<file path="config.mk">
export PLATFORM = sky130hd
export DESIGN_NAME = event_rule_pattern_screen
export DESIGN_NICKNAME = d
export VERILOG_FILES = /design/src/erps_pkg.sv /design/src/erps_cell.sv /design/src/erps_window.sv /design/src/erps_token.sv /design/src/event_rule_pattern_screen.sv
export SDC_FILE = /design/constraint.sdc
export NUM_CORES = 1
export LEC_CHECK = 0
export ABC_AREA = 1
export BUFFER_PORTS_ARGS = -buffer_cell sky130_fd_sc_hd__buf_2
export CAP_MARGIN = 20
export CORE_MARGIN = 1
export CORE_UTILIZATION = 62
export DETAILED_ROUTE_END_ITERATION = 8
export MAX_ROUTING_LAYER = met4
export PLACE_DENSITY = 0.87
export RECOVER_POWER = 25
export SLEW_MARGIN = 20
export SYNTH_ARGS = -nofsm -noshare
export SYNTH_HDL_FRONTEND = slang
export SYNTH_HIERARCHICAL = 1
export SYNTH_SLANG_ARGS = --single-unit
</file>
<file path="constraint.sdc">
create_clock -name clk -period 5.87 [get_ports clk]
set_clock_uncertainty 0.1 [all_clocks]
set_input_delay 0.2935 -clock clk [delete_from_list [all_inputs] [get_ports clk]]
set_output_delay 0.2935 -clock clk [all_outputs]
set_load 0.02 [all_outputs]
</file>
<file path="src/erps_pkg.sv">
package erps_pkg;

	localparam int WIN_DEPTH     = 9;
	localparam int NUM_PATS      = 14;
	localparam int BASENAME_KEPT = 6;
	localparam int LEN_W         = $clog2(BASENAME_KEPT + 2);

	localparam logic [15:0] ENTROPY_LIMIT_RESET = 16'd1920;

	localparam logic [7:0] CH_NUL   = 8'h00;
	localparam logic [7:0] CH_SPACE = 8'h20;
	localparam logic [7:0] CH_TAB   = 8'h09;
	localparam logic [7:0] CH_CR    = 8'h0D;
	localparam logic [7:0] CH_LF    = 8'h0A;
	localparam logic [7:0] CH_SLASH = 8'h2F;

	// subsystem codes
	localparam logic [2:0] SUB_PROCESS = 3'd0;
	localparam logic [2:0] SUB_TOOL    = 3'd1;
	localparam logic [2:0] SUB_ENTROPY = 3'd2;
	localparam logic [2:0] SUB_FS      = 3'd3;

	// action codes
	localparam logic [2:0] ACT_EXEC  = 3'd0;
	localparam logic [2:0] ACT_TOOL  = 3'd1;
	localparam logic [2:0] ACT_WRITE = 3'd2;
	localparam logic [2:0] ACT_OPEN  = 3'd3;

	// payload classes
	localparam logic [1:0] CLS_CRYPTO = 2'd1;
	localparam logic [1:0] CLS_BASE64 = 2'd2;
	localparam logic [1:0] CLS_HEX    = 2'd3;

	// pattern hit groups
	localparam logic [NUM_PATS-1:0] M_NET    = 14'h0003;
	localparam logic [NUM_PATS-1:0] M_PIPE   = 14'h003C;
	localparam logic [NUM_PATS-1:0] M_DANGER = 14'h07C0;
	localparam logic [NUM_PATS-1:0] M_PROT   = 14'h3800;

	// protected path patterns, oldest byte in the top bits
	localparam logic [55:0] PAT_PROT_DIR  = 56'h2E636C61756465;
	localparam logic [71:0] PAT_PROT_DOC1 = 72'h434C415544452E6D64;
	localparam logic [71:0] PAT_PROT_DOC2 = 72'h4147454E54532E6D64;

	// index 0 is the newest byte
	typedef logic [WIN_DEPTH-1:0][7:0] window_t;

	typedef enum logic [1:0] {
		PH_LEAD,
		PH_TOKEN,
		PH_DONE
	} phase_t;

	typedef struct packed {
		logic anomaly;
		logic blocked;
		logic lolbas;
		logic crypto_flag;
		logic base64_flag;
		logic hex_flag;
		logic verdict_ok;
	} result_t;

endpackage

</file>
<file path="src/erps_cell.sv">
module erps_cell (
	input  logic       clk,
	input  logic       arst_n,
	input  logic       clr,
	input  logic       en,
	input  logic [7:0] d,
	output logic [7:0] q
);

	logic [7:0] byte_q;

	always_ff @(posedge clk or negedge arst_n) begin
		if (!arst_n) begin
			byte_q <= '0;
		end else if (clr) begin
			byte_q <= '0;
		end else if (en) begin
			byte_q <= d;
		end
	end

	assign q = byte_q;

endmodule

</file>
<file path="src/erps_window.sv">
module erps_window (
	input  logic                          clk,
	input  logic                          arst_n,
	input  logic                          clr,
	input  logic                          en,
	input  logic [7:0]                    b,
	output logic [erps_pkg::NUM_PATS-1:0] hits_next
);

	erps_pkg::window_t win;
	erps_pkg::window_t win_n;
	logic [erps_pkg::NUM_PATS-1:0] match;
	logic [erps_pkg::NUM_PATS-1:0] hits_q;

	// cell 0 takes the new byte, every other cell takes its neighbor
	for (genvar i = 0; i < erps_pkg::WIN_DEPTH; i++) begin : g_cell
		if (i == 0) begin : g_head
			erps_cell u_cell (
				.clk    (clk),
				.arst_n (arst_n),
				.clr    (clr),
				.en     (en),
				.d      (b),
				.q      (win[i])
			);
		end else begin : g_body
			erps_cell u_cell (
				.clk    (clk),
				.arst_n (arst_n),
				.clr    (clr),
				.en     (en),
				.d      (win[i-1]),
				.q      (win[i])
			);
		end
	end

	always_comb begin
		win_n[0] = b;
		for (int i = 1; i < erps_pkg::WIN_DEPTH; i++) begin
			win_n[i] = win[i-1];
		end
	end

	// match at the tail of the window as it stands after this byte
	always_comb begin
		match     = '0;
		match[0]  = (win_n[3:0] == "curl");
		match[1]  = (win_n[3:0] == "wget");
		match[2]  = (win_n[3:0] == "| sh");
		match[3]  = (win_n[5:0] == "| bash");
		match[4]  = (win_n[2:0] == "|sh");
		match[5]  = (win_n[4:0] == "|bash");
		match[6]  = (win_n[5:0] == "rm -rf");
		match[7]  = (win_n[5:0] == "rm -r ");
		match[8]  = (win_n[8:0] == "chmod 777");
		match[9]  = (win_n[3:0] == "mkfs");
		match[10] = (win_n[5:0] == "dd if=");
		match[11] = (win_n[6:0] == erps_pkg::PAT_PROT_DIR);
		match[12] = (win_n[8:0] == erps_pkg::PAT_PROT_DOC1);
		match[13] = (win_n[8:0] == erps_pkg::PAT_PROT_DOC2);
	end

	assign hits_next = en ? (hits_q | match) : hits_q;

	always_ff @(posedge clk or negedge arst_n) begin
		if (!arst_n) begin
			hits_q <= '0;
		end else if (clr) begin
			hits_q <= '0;
		end else begin
			hits_q <= hits_next;
		end
	end

endmodule

</file>
<file path="src/erps_token.sv">
module erps_token (
	input  logic       clk,
	input  logic       arst_n,
	input  logic       clr,
	input  logic       en,
	input  logic [7:0] b,
	output logic       listed
);

	erps_pkg::phase_t phase_q, phase_n;
	logic [erps_pkg::BASENAME_KEPT-1:0][7:0] chars_q, chars_n;
	logic [erps_pkg::LEN_W-1:0] len_q, len_n;
	logic is_blank;
	logic is_break;

	function automatic logic base_is(
		input logic [erps_pkg::BASENAME_KEPT-1:0][7:0] c,
		input logic [erps_pkg::LEN_W-1:0]              l,
		input logic [47:0]                             w,
		input int                                      n,
		input logic                                    prefix
	);
		logic ok;
		ok = prefix ? (int'(l) >= n) : (int'(l) == n);
		for (int i = 0; i < 6; i++) begin
			if (i < n && c[i] != w[8*(n-1-i) +: 8]) begin
				ok = 1'b0;
			end
		end
		return ok;
	endfunction

	assign is_blank = (b == erps_pkg::CH_SPACE) || (b == erps_pkg::CH_TAB);
	assign is_break = is_blank || (b == erps_pkg::CH_CR) || (b == erps_pkg::CH_LF);

	always_comb begin
		phase_n = phase_q;
		chars_n = chars_q;
		len_n   = len_q;
		if (en) begin
			unique case (phase_q) inside
				erps_pkg::PH_LEAD, erps_pkg::PH_TOKEN: begin
					if (phase_q == erps_pkg::PH_LEAD && is_blank) begin
						phase_n = erps_pkg::PH_LEAD;
					end else if (is_break) begin
						phase_n = erps_pkg::PH_DONE;
					end else if (b == erps_pkg::CH_SLASH) begin
						phase_n = erps_pkg::PH_TOKEN;
						len_n   = '0;
					end else begin
						phase_n = erps_pkg::PH_TOKEN;
						for (int i = 0; i < erps_pkg::BASENAME_KEPT; i++) begin
							if (int'(len_q) == i) begin
								chars_n[i] = b;
							end
						end
						if (int'(len_q) <= erps_pkg::BASENAME_KEPT) begin
							len_n = len_q + {{(erps_pkg::LEN_W-1){1'b0}}, 1'b1};
						end
					end
				end
				erps_pkg::PH_DONE: begin
					phase_n = erps_pkg::PH_DONE;
				end
				default: begin
					phase_n = phase_q;
				end
			endcase
		end
	end

	always_ff @(posedge clk or negedge arst_n) begin
		if (!arst_n) begin
			phase_q <= erps_pkg::PH_LEAD;
			chars_q <= '0;
			len_q   <= '0;
		end else if (clr) begin
			phase_q <= erps_pkg::PH_LEAD;
			chars_q <= '0;
			len_q   <= '0;
		end else begin
			phase_q <= phase_n;
			chars_q <= chars_n;
			len_q   <= len_n;
		end
	end

	// judge the basename as it stands after this byte
	always_comb begin
		listed = (len_n != '0) && (
			base_is(chars_n, len_n, 48'("curl"), 4, 1'b0) ||
			base_is(chars_n, len_n, 48'("wget"), 4, 1'b0) ||
			base_is(chars_n, len_n, 48'("nc"), 2, 1'b0) ||
			base_is(chars_n, len_n, 48'("ncat"), 4, 1'b0) ||
			base_is(chars_n, len_n, 48'("netcat"), 6, 1'b0) ||
			base_is(chars_n, len_n, 48'("socat"), 5, 1'b0) ||
			base_is(chars_n, len_n, 48'("base64"), 6, 1'b0) ||
			base_is(chars_n, len_n, 48'("python"), 6, 1'b1) ||
			base_is(chars_n, len_n, 48'("perl"), 4, 1'b0) ||
			base_is(chars_n, len_n, 48'("ruby"), 4, 1'b0) ||
			base_is(chars_n, len_n, 48'("php"), 3, 1'b1) ||
			base_is(chars_n, len_n, 48'("lua"), 3, 1'b1) ||
			base_is(chars_n, len_n, 48'("sh"), 2, 1'b0) ||
			base_is(chars_n, len_n, 48'("bash"), 4, 1'b0) ||
			base_is(chars_n, len_n, 48'("zsh"), 3, 1'b0) ||
			base_is(chars_n, len_n, 48'("dash"), 4, 1'b0) ||
			base_is(chars_n, len_n, 48'("ash"), 3, 1'b0));
	end

endmodule

</file>
<file path="src/event_rule_pattern_screen.sv">
// Throughput: one payload byte per cycle while in_stall is low.
// The verdict of a payload is registered when its last byte is accepted.
// A result waiting on out_stall moves into a one-entry skid register, and
// in_stall rises only while that skid register is full.
// Reset (arst_n low, asynchronous): clears the byte window, pattern hits, token
// parser, NUL flag and both output valid flags; entropy_limit returns to 1920.
module event_rule_pattern_screen (
	input  logic        clk,
	input  logic        arst_n,
	input  logic        cfg_valid,
	output logic        cfg_ready,
	input  logic [15:0] cfg_data,
	input  logic        in_valid,
	output logic        in_stall,
	input  logic [2:0]  subsystem,
	input  logic [2:0]  action,
	input  logic        in_crypto,
	input  logic        in_base64,
	input  logic        in_hex,
	input  logic [15:0] entropy_q8,
	input  logic [1:0]  payload_class,
	input  logic [7:0]  payload_byte,
	input  logic        last_byte,
	output logic        out_valid,
	input  logic        out_stall,
	output logic        anomaly,
	output logic        blocked,
	output logic        lolbas,
	output logic        crypto_flag,
	output logic        base64_flag,
	output logic        hex_flag,
	output logic        verdict_ok
);

	logic [15:0] limit_q;
	logic        nul_q;
	logic        acc;
	logic        shift_en;
	logic        clr;
	logic        listed;
	logic        bad;
	logic [erps_pkg::NUM_PATS-1:0] hits;
	erps_pkg::result_t res;
	erps_pkg::result_t out_q;
	erps_pkg::result_t skid_q;
	logic        out_v_q;
	logic        skid_v_q;
	logic        out_fire;

	assign cfg_ready = 1'b1;

	always_ff @(posedge clk or negedge arst_n) begin
		if (!arst_n) begin
			limit_q <= erps_pkg::ENTROPY_LIMIT_RESET;
		end else if (cfg_valid && cfg_ready) begin
			limit_q <= cfg_data;
		end
	end

	assign in_stall = skid_v_q;
	assign acc      = in_valid && !in_stall;
	assign shift_en = acc && !nul_q && (payload_byte != erps_pkg::CH_NUL);
	assign clr      = acc && last_byte;

	always_ff @(posedge clk or negedge arst_n) begin
		if (!arst_n) begin
			nul_q <= 1'b0;
		end else if (clr) begin
			nul_q <= 1'b0;
		end else if (acc && payload_byte == erps_pkg::CH_NUL) begin
			nul_q <= 1'b1;
		end
	end

	erps_window u_window (
		.clk       (clk),
		.arst_n    (arst_n),
		.clr       (clr),
		.en        (shift_en),
		.b         (payload_byte),
		.hits_next (hits)
	);

	erps_token u_token (
		.clk    (clk),
		.arst_n (arst_n),
		.clr    (clr),
		.en     (shift_en),
		.b      (payload_byte),
		.listed (listed)
	);

	assign bad = (|(hits & (erps_pkg::M_DANGER | erps_pkg::M_PROT))) ||
		((|(hits & erps_pkg::M_NET)) && (|(hits & erps_pkg::M_PIPE))) || in_crypto;

	always_comb begin
		res             = '0;
		res.crypto_flag = in_crypto;
		res.base64_flag = in_base64;
		res.hex_flag    = in_hex;
		unique case (subsystem)
			erps_pkg::SUB_PROCESS: begin
				if (action == erps_pkg::ACT_EXEC) begin
					if (listed) begin
						res.lolbas  = 1'b1;
						res.anomaly = 1'b1;
					end else begin
						res.verdict_ok = 1'b1;
					end
				end
			end
			erps_pkg::SUB_TOOL: begin
				if (action == erps_pkg::ACT_TOOL) begin
					if (bad) begin
						res.blocked = 1'b1;
						res.anomaly = 1'b1;
					end else begin
						res.verdict_ok = 1'b1;
					end
				end
			end
			erps_pkg::SUB_ENTROPY: begin
				if (payload_class == erps_pkg::CLS_CRYPTO || entropy_q8 >= limit_q ||
						in_crypto) begin
					res.anomaly     = 1'b1;
					res.blocked     = 1'b1;
					res.crypto_flag = 1'b1;
				end else if (payload_class == erps_pkg::CLS_BASE64 || in_base64) begin
					res.anomaly     = 1'b1;
					res.base64_flag = 1'b1;
				end else if (payload_class == erps_pkg::CLS_HEX || in_hex) begin
					res.anomaly  = 1'b1;
					res.hex_flag = 1'b1;
				end else begin
					res.verdict_ok = 1'b1;
				end
			end
			erps_pkg::SUB_FS: begin
				if (|(hits & erps_pkg::M_PROT)) begin
					if (action == erps_pkg::ACT_WRITE || action == erps_pkg::ACT_OPEN) begin
						res.blocked = 1'b1;
						res.anomaly = 1'b1;
					end
				end else begin
					res.verdict_ok = 1'b1;
				end
			end
			default: begin
				res.verdict_ok = 1'b1;
			end
		endcase
	end

	assign out_fire = out_v_q && !out_stall;

	// output register with one skid entry behind it
	always_ff @(posedge clk or negedge arst_n) begin
		if (!arst_n) begin
			out_v_q  <= 1'b0;
			skid_v_q <= 1'b0;
		end else if (!out_v_q || out_fire) begin
			if (skid_v_q) begin
				out_v_q  <= 1'b1;
				skid_v_q <= 1'b0;
			end else begin
				out_v_q <= clr;
			end
		end else if (clr) begin
			skid_v_q <= 1'b1;
		end
	end

	always_ff @(posedge clk) begin
		if (!out_v_q || out_fire) begin
			if (skid_v_q) begin
				out_q <= skid_q;
			end else if (clr) begin
				out_q <= res;
			end
		end else if (clr) begin
			skid_q <= res;
		end
	end

	assign out_valid   = out_v_q;
	assign anomaly     = out_q.anomaly;
	assign blocked     = out_q.blocked;
	assign lolbas      = out_q.lolbas;
	assign crypto_flag = out_q.crypto_flag;
	assign base64_flag = out_q.base64_flag;
	assign hex_flag    = out_q.hex_flag;
	assign verdict_ok  = out_q.verdict_ok;

	a_skid_behind_out: assert property (@(posedge clk) disable iff (!arst_n)
		skid_v_q |-> out_v_q)
		else $error("skid entry held while output register empty");

	a_last_gives_result: assert property (@(posedge clk) disable iff (!arst_n)
		(in_valid && !in_stall && last_byte) |=> out_valid)
		else $error("no result after last byte");

	a_ok_excludes_anomaly: assert property (@(posedge clk) disable iff (!arst_n)
		out_valid |-> !(verdict_ok && anomaly))
		else $error("verdict_ok together with anomaly");

	a_block_is_anomaly: assert property (@(posedge clk) disable iff (!arst_n)
		(out_valid && (blocked || lolbas)) |-> anomaly)
		else $error("blocked or lolbas without anomaly");

endmodule
</file>
==> impl_metrics.toml <==
[status]
status = "finished with violations"
violations = "hold timing"

[timing]
final-hold-violation-count = 1
tightest_slew_ps = 933
max-slew-margin-rel = 0.378
setup_viol = 0
maxSlewViolCount = 0
hold_slack_ps = -5.78
fin_crit_sh = 0.802
rsz0062_at_grt = "false"
max_freq_ghz = 0.212
min_period_ps = 4710
tns_ps = 0

[clock_network]
cts_tree = "yes"
cts.clk_slew.worst_paths_ps = 70
cts_sinks = 164
cts_root_buf = "clkbuf_16"
clk-insertion-delay-late_ps = 440
cts_htree_levels = 4
clock_path_buffers = 2
cts_made_buffers = 17

[routing]
drc = 0
drtPass1Iterations = 7
via_per_inst = 5.59
wirelength_mm = 29.9
first_iter_violations = 1109
final_antenna_net_count = 0
vias = 10600
wl_per_cell_um = 15.8

[power_and_ir_drop]
p_sw_w = 0.00148
swShare = 0.393
combPwrFrac = 0.322
pwr-share-seq = 0.381
p_per_area_nw_per_um2 = 315
intPower_w = 0.00228
clock_power_share = 0.297
vdd_drop_max_v = 0.000245
p_leak_nw = 6.07

[floorplan]
design.core.area_um2 = 17200
initial_core_util = 0.632
die_w_um = 135
ios = 67
die_height_um = 135
rows = 48
fp.dieArea_um2 = 18100

[critical_path]
critPathKind = "reg2reg"
critPathLaunchType = "flip-flop"
critical_path_required_ps = 6070
crit_arrival_ps = 4910
cp-end-kind = "flip-flop"
cp_max_fo = 13

[hold_path]
hold_path.class = "in2reg"

[final_layout]
area_growth_pct = 9.53
antenna_cells = 0
final_nets = 1729
final_layout_size_suffix_gt1_frac = 0.130
fillers = 1405
layout_commonest_cell = "nand2_1"
mostFrequentLayoutCells = "nand2_1 (539), nor2_1 (240), inv_1 (159), nand3_1 (154), dfrtp_1 (146)"
post-route-util = 0.693

[synth]
synth_cell_types = 47
ys_seq_area_frac = 0.383
avgSynthCellArea_um2 = 6.85
ys_ff_latch = 164
synthArstFlopShare = 0.915
synth_top_area_frac = 0.335
synth_top_area_cell = "dfrtp_1"
synth_nets = 1670
syn-instance-count = 1592
synth_warnings = 6
synth_area_leaders = "dfrtp_1 (34%), nand2_1 (19%), nor2_1 (8.3%), nand3_1 (7.1%), inv_1 (5.5%)"
synth_edf_count = 14
ys.flop_type = "dfrtp_1"
synth_area_um2 = 10900

[placement]
io_buffers = 65
place_hpwl_mm = 21.1
gp_congestion = 0.977

[global_route]
grt_busiest_layer = "met2"
grtUsageMet3 = 0.0469
grt_pass1_wl_mm = 48.7
grtUsageMet1 = 0.446
grt_max_degree = 77
grt_overflow_total = 0
track_usage = 0.353
use_met2 = 0.565
grt_pass1_vias = 9921
antenna_found_initial = 0

[flow_run]
cap_violations = 0
-- layout make-up --
class,count,area (µm²),area share
flip-flops and latches,164,4180,0.350
clock inverters,14,145,0.0122
inverters,196,738,0.0618
multi-input cells,1187,5640,0.472
well taps,225,282,0.0236
clock buffers,18,439,0.0368
repair buffers,85,517,0.0433
-- synthesized netlist by cell type, types with 2 or more instances --
master	instances
nand2_1	539
ha_1	21
a21oi_1	31
buf_2	7
nor3_2	5
nor4_1	5
edfxtp_1	14
buf_4	7
inv_1	159
buf_1	3
buf_6	16
a31oi_1	2
and2_1	3
a21oi_2	5
o21ai_1	6
or2_1	3
nor2_1	240
nor2_2	18
nor2_8	10
dfstp_2	4
nand2_2	15
nand3_2	5
o21ai_0	19
clkinv_1	2
nand3b_1	7
clkbuf_1	10
nand4_1	53
inv_2	35
nand3_1	154
dfrtp_1	146
nor3_1	22
nor2_4	8
nand2_4	4
-- stage by stage --
step	area [µm²]	power [W]	setup slack [ps]	cells	hold WS [ps]
after floorplan	10900	0.00232	1340	1592	-102
after global placement	11200	0.00259	1340	1842	276
after detailed placement	11200	0.00261	1230	1842	273
after CTS	11900	0.00373	1270	1889	3.01
after global routing	11900	0.00397	758	1889	7.07
final	11900	0.00376	1160	1889	-5.78
-- routing by layer --
layer | wire [µm] | part of all wire
met1 | 12600 | 0.42
met2 | 14200 | 0.48
met3 | 1930 | 0.064
met4 | 1160 | 0.039
met5 | 0 | 0
-- logic make-up after synthesis --
kind of cell | Yosys count | share of synthesized area
AOI/OAI and AO/OA | 67 | 0.0351
DFF | 164 | 0.383
other | 1 | 0.000344
muxes | 1 | 0.00103
adders and majority gates | 21 | 0.0241
buffers and inverters | 241 | 0.0997
and+or+nand+nor | 1097 | 0.456
-- power groups by stage --
stage,Clock (W),Sequential (W),Combinational (W)
detailed placement,0,0.00145,0.00116
floorplan,0,0.00142,0.000898
CTS,0.00112,0.00143,0.00118
finish,0.00112,0.00143,0.00121
global route,0.00117,0.00145,0.00135
global placement,0,0.00144,0.00115
-- critical path, cell delays in order, from the launching register on --
cell	delay, ps
dfrtp_1	470
inv_2	170
nand2_1	160
nor3_2	220
nand2_1	110
inv_1	350
nand2_1	210
inv_1	340
nand4_1	490
nand2_1	220
nand3_1	90
nor2_1	100
nand3b_1	80
nor2_1	140
nand3_1	90
nand2_1	60
nor2_1	40
nand3_1	80
nor2_1	50
nor2_1	180
inv_1	120
nor4_1	280
inv_1	90
and2_1	170
nand2_2	70
nand2_1	50
nand2_1	50
-- registers in the layout (all words and copies together) (netlist names), 2 cells and up --
register / flops
u_window/g_cell.g_body.u_cell/q: 56
u_token/chars_q: 48
limit_q: 16
u_window/hits_q: 14
u_window/g_cell.g_head.u_cell/q: 8
skid_q: 7
u_token/len_q: 3
u_token/phase_q: 2
-- path summary, 6_finish.rpt --
kind                       cells after the start                                    end  slack (ps)                             startpoint
max                                           26                                anomaly        1160                               in_stall
min                                            3                            limit_q[14]          -6                           cfg_data[14]
max reg2reg                                   26                                anomaly        1160                               in_stall
min reg2reg                                    2  u_window/g_cell[7].g_body.u_cell/q[6]         370  u_window/g_cell[7].g_body.u_cell/q[6]
max in group asynchronous                      3  u_window/g_cell[4].g_body.u_cell/q[5]        3920                                 arst_n
min in group asynchronous                      2                    u_token/chars_q[42]         350                                 arst_n
-- repair_timing --
action / 4_1_cts / 5_1_grt
gates resized for setup: 0 / 0
hold buffers: 15 / 0
buffers inserted: 0 / 0
endpoints found under the hold margin: 85 / 0
(Power assumes the default switching activity.)
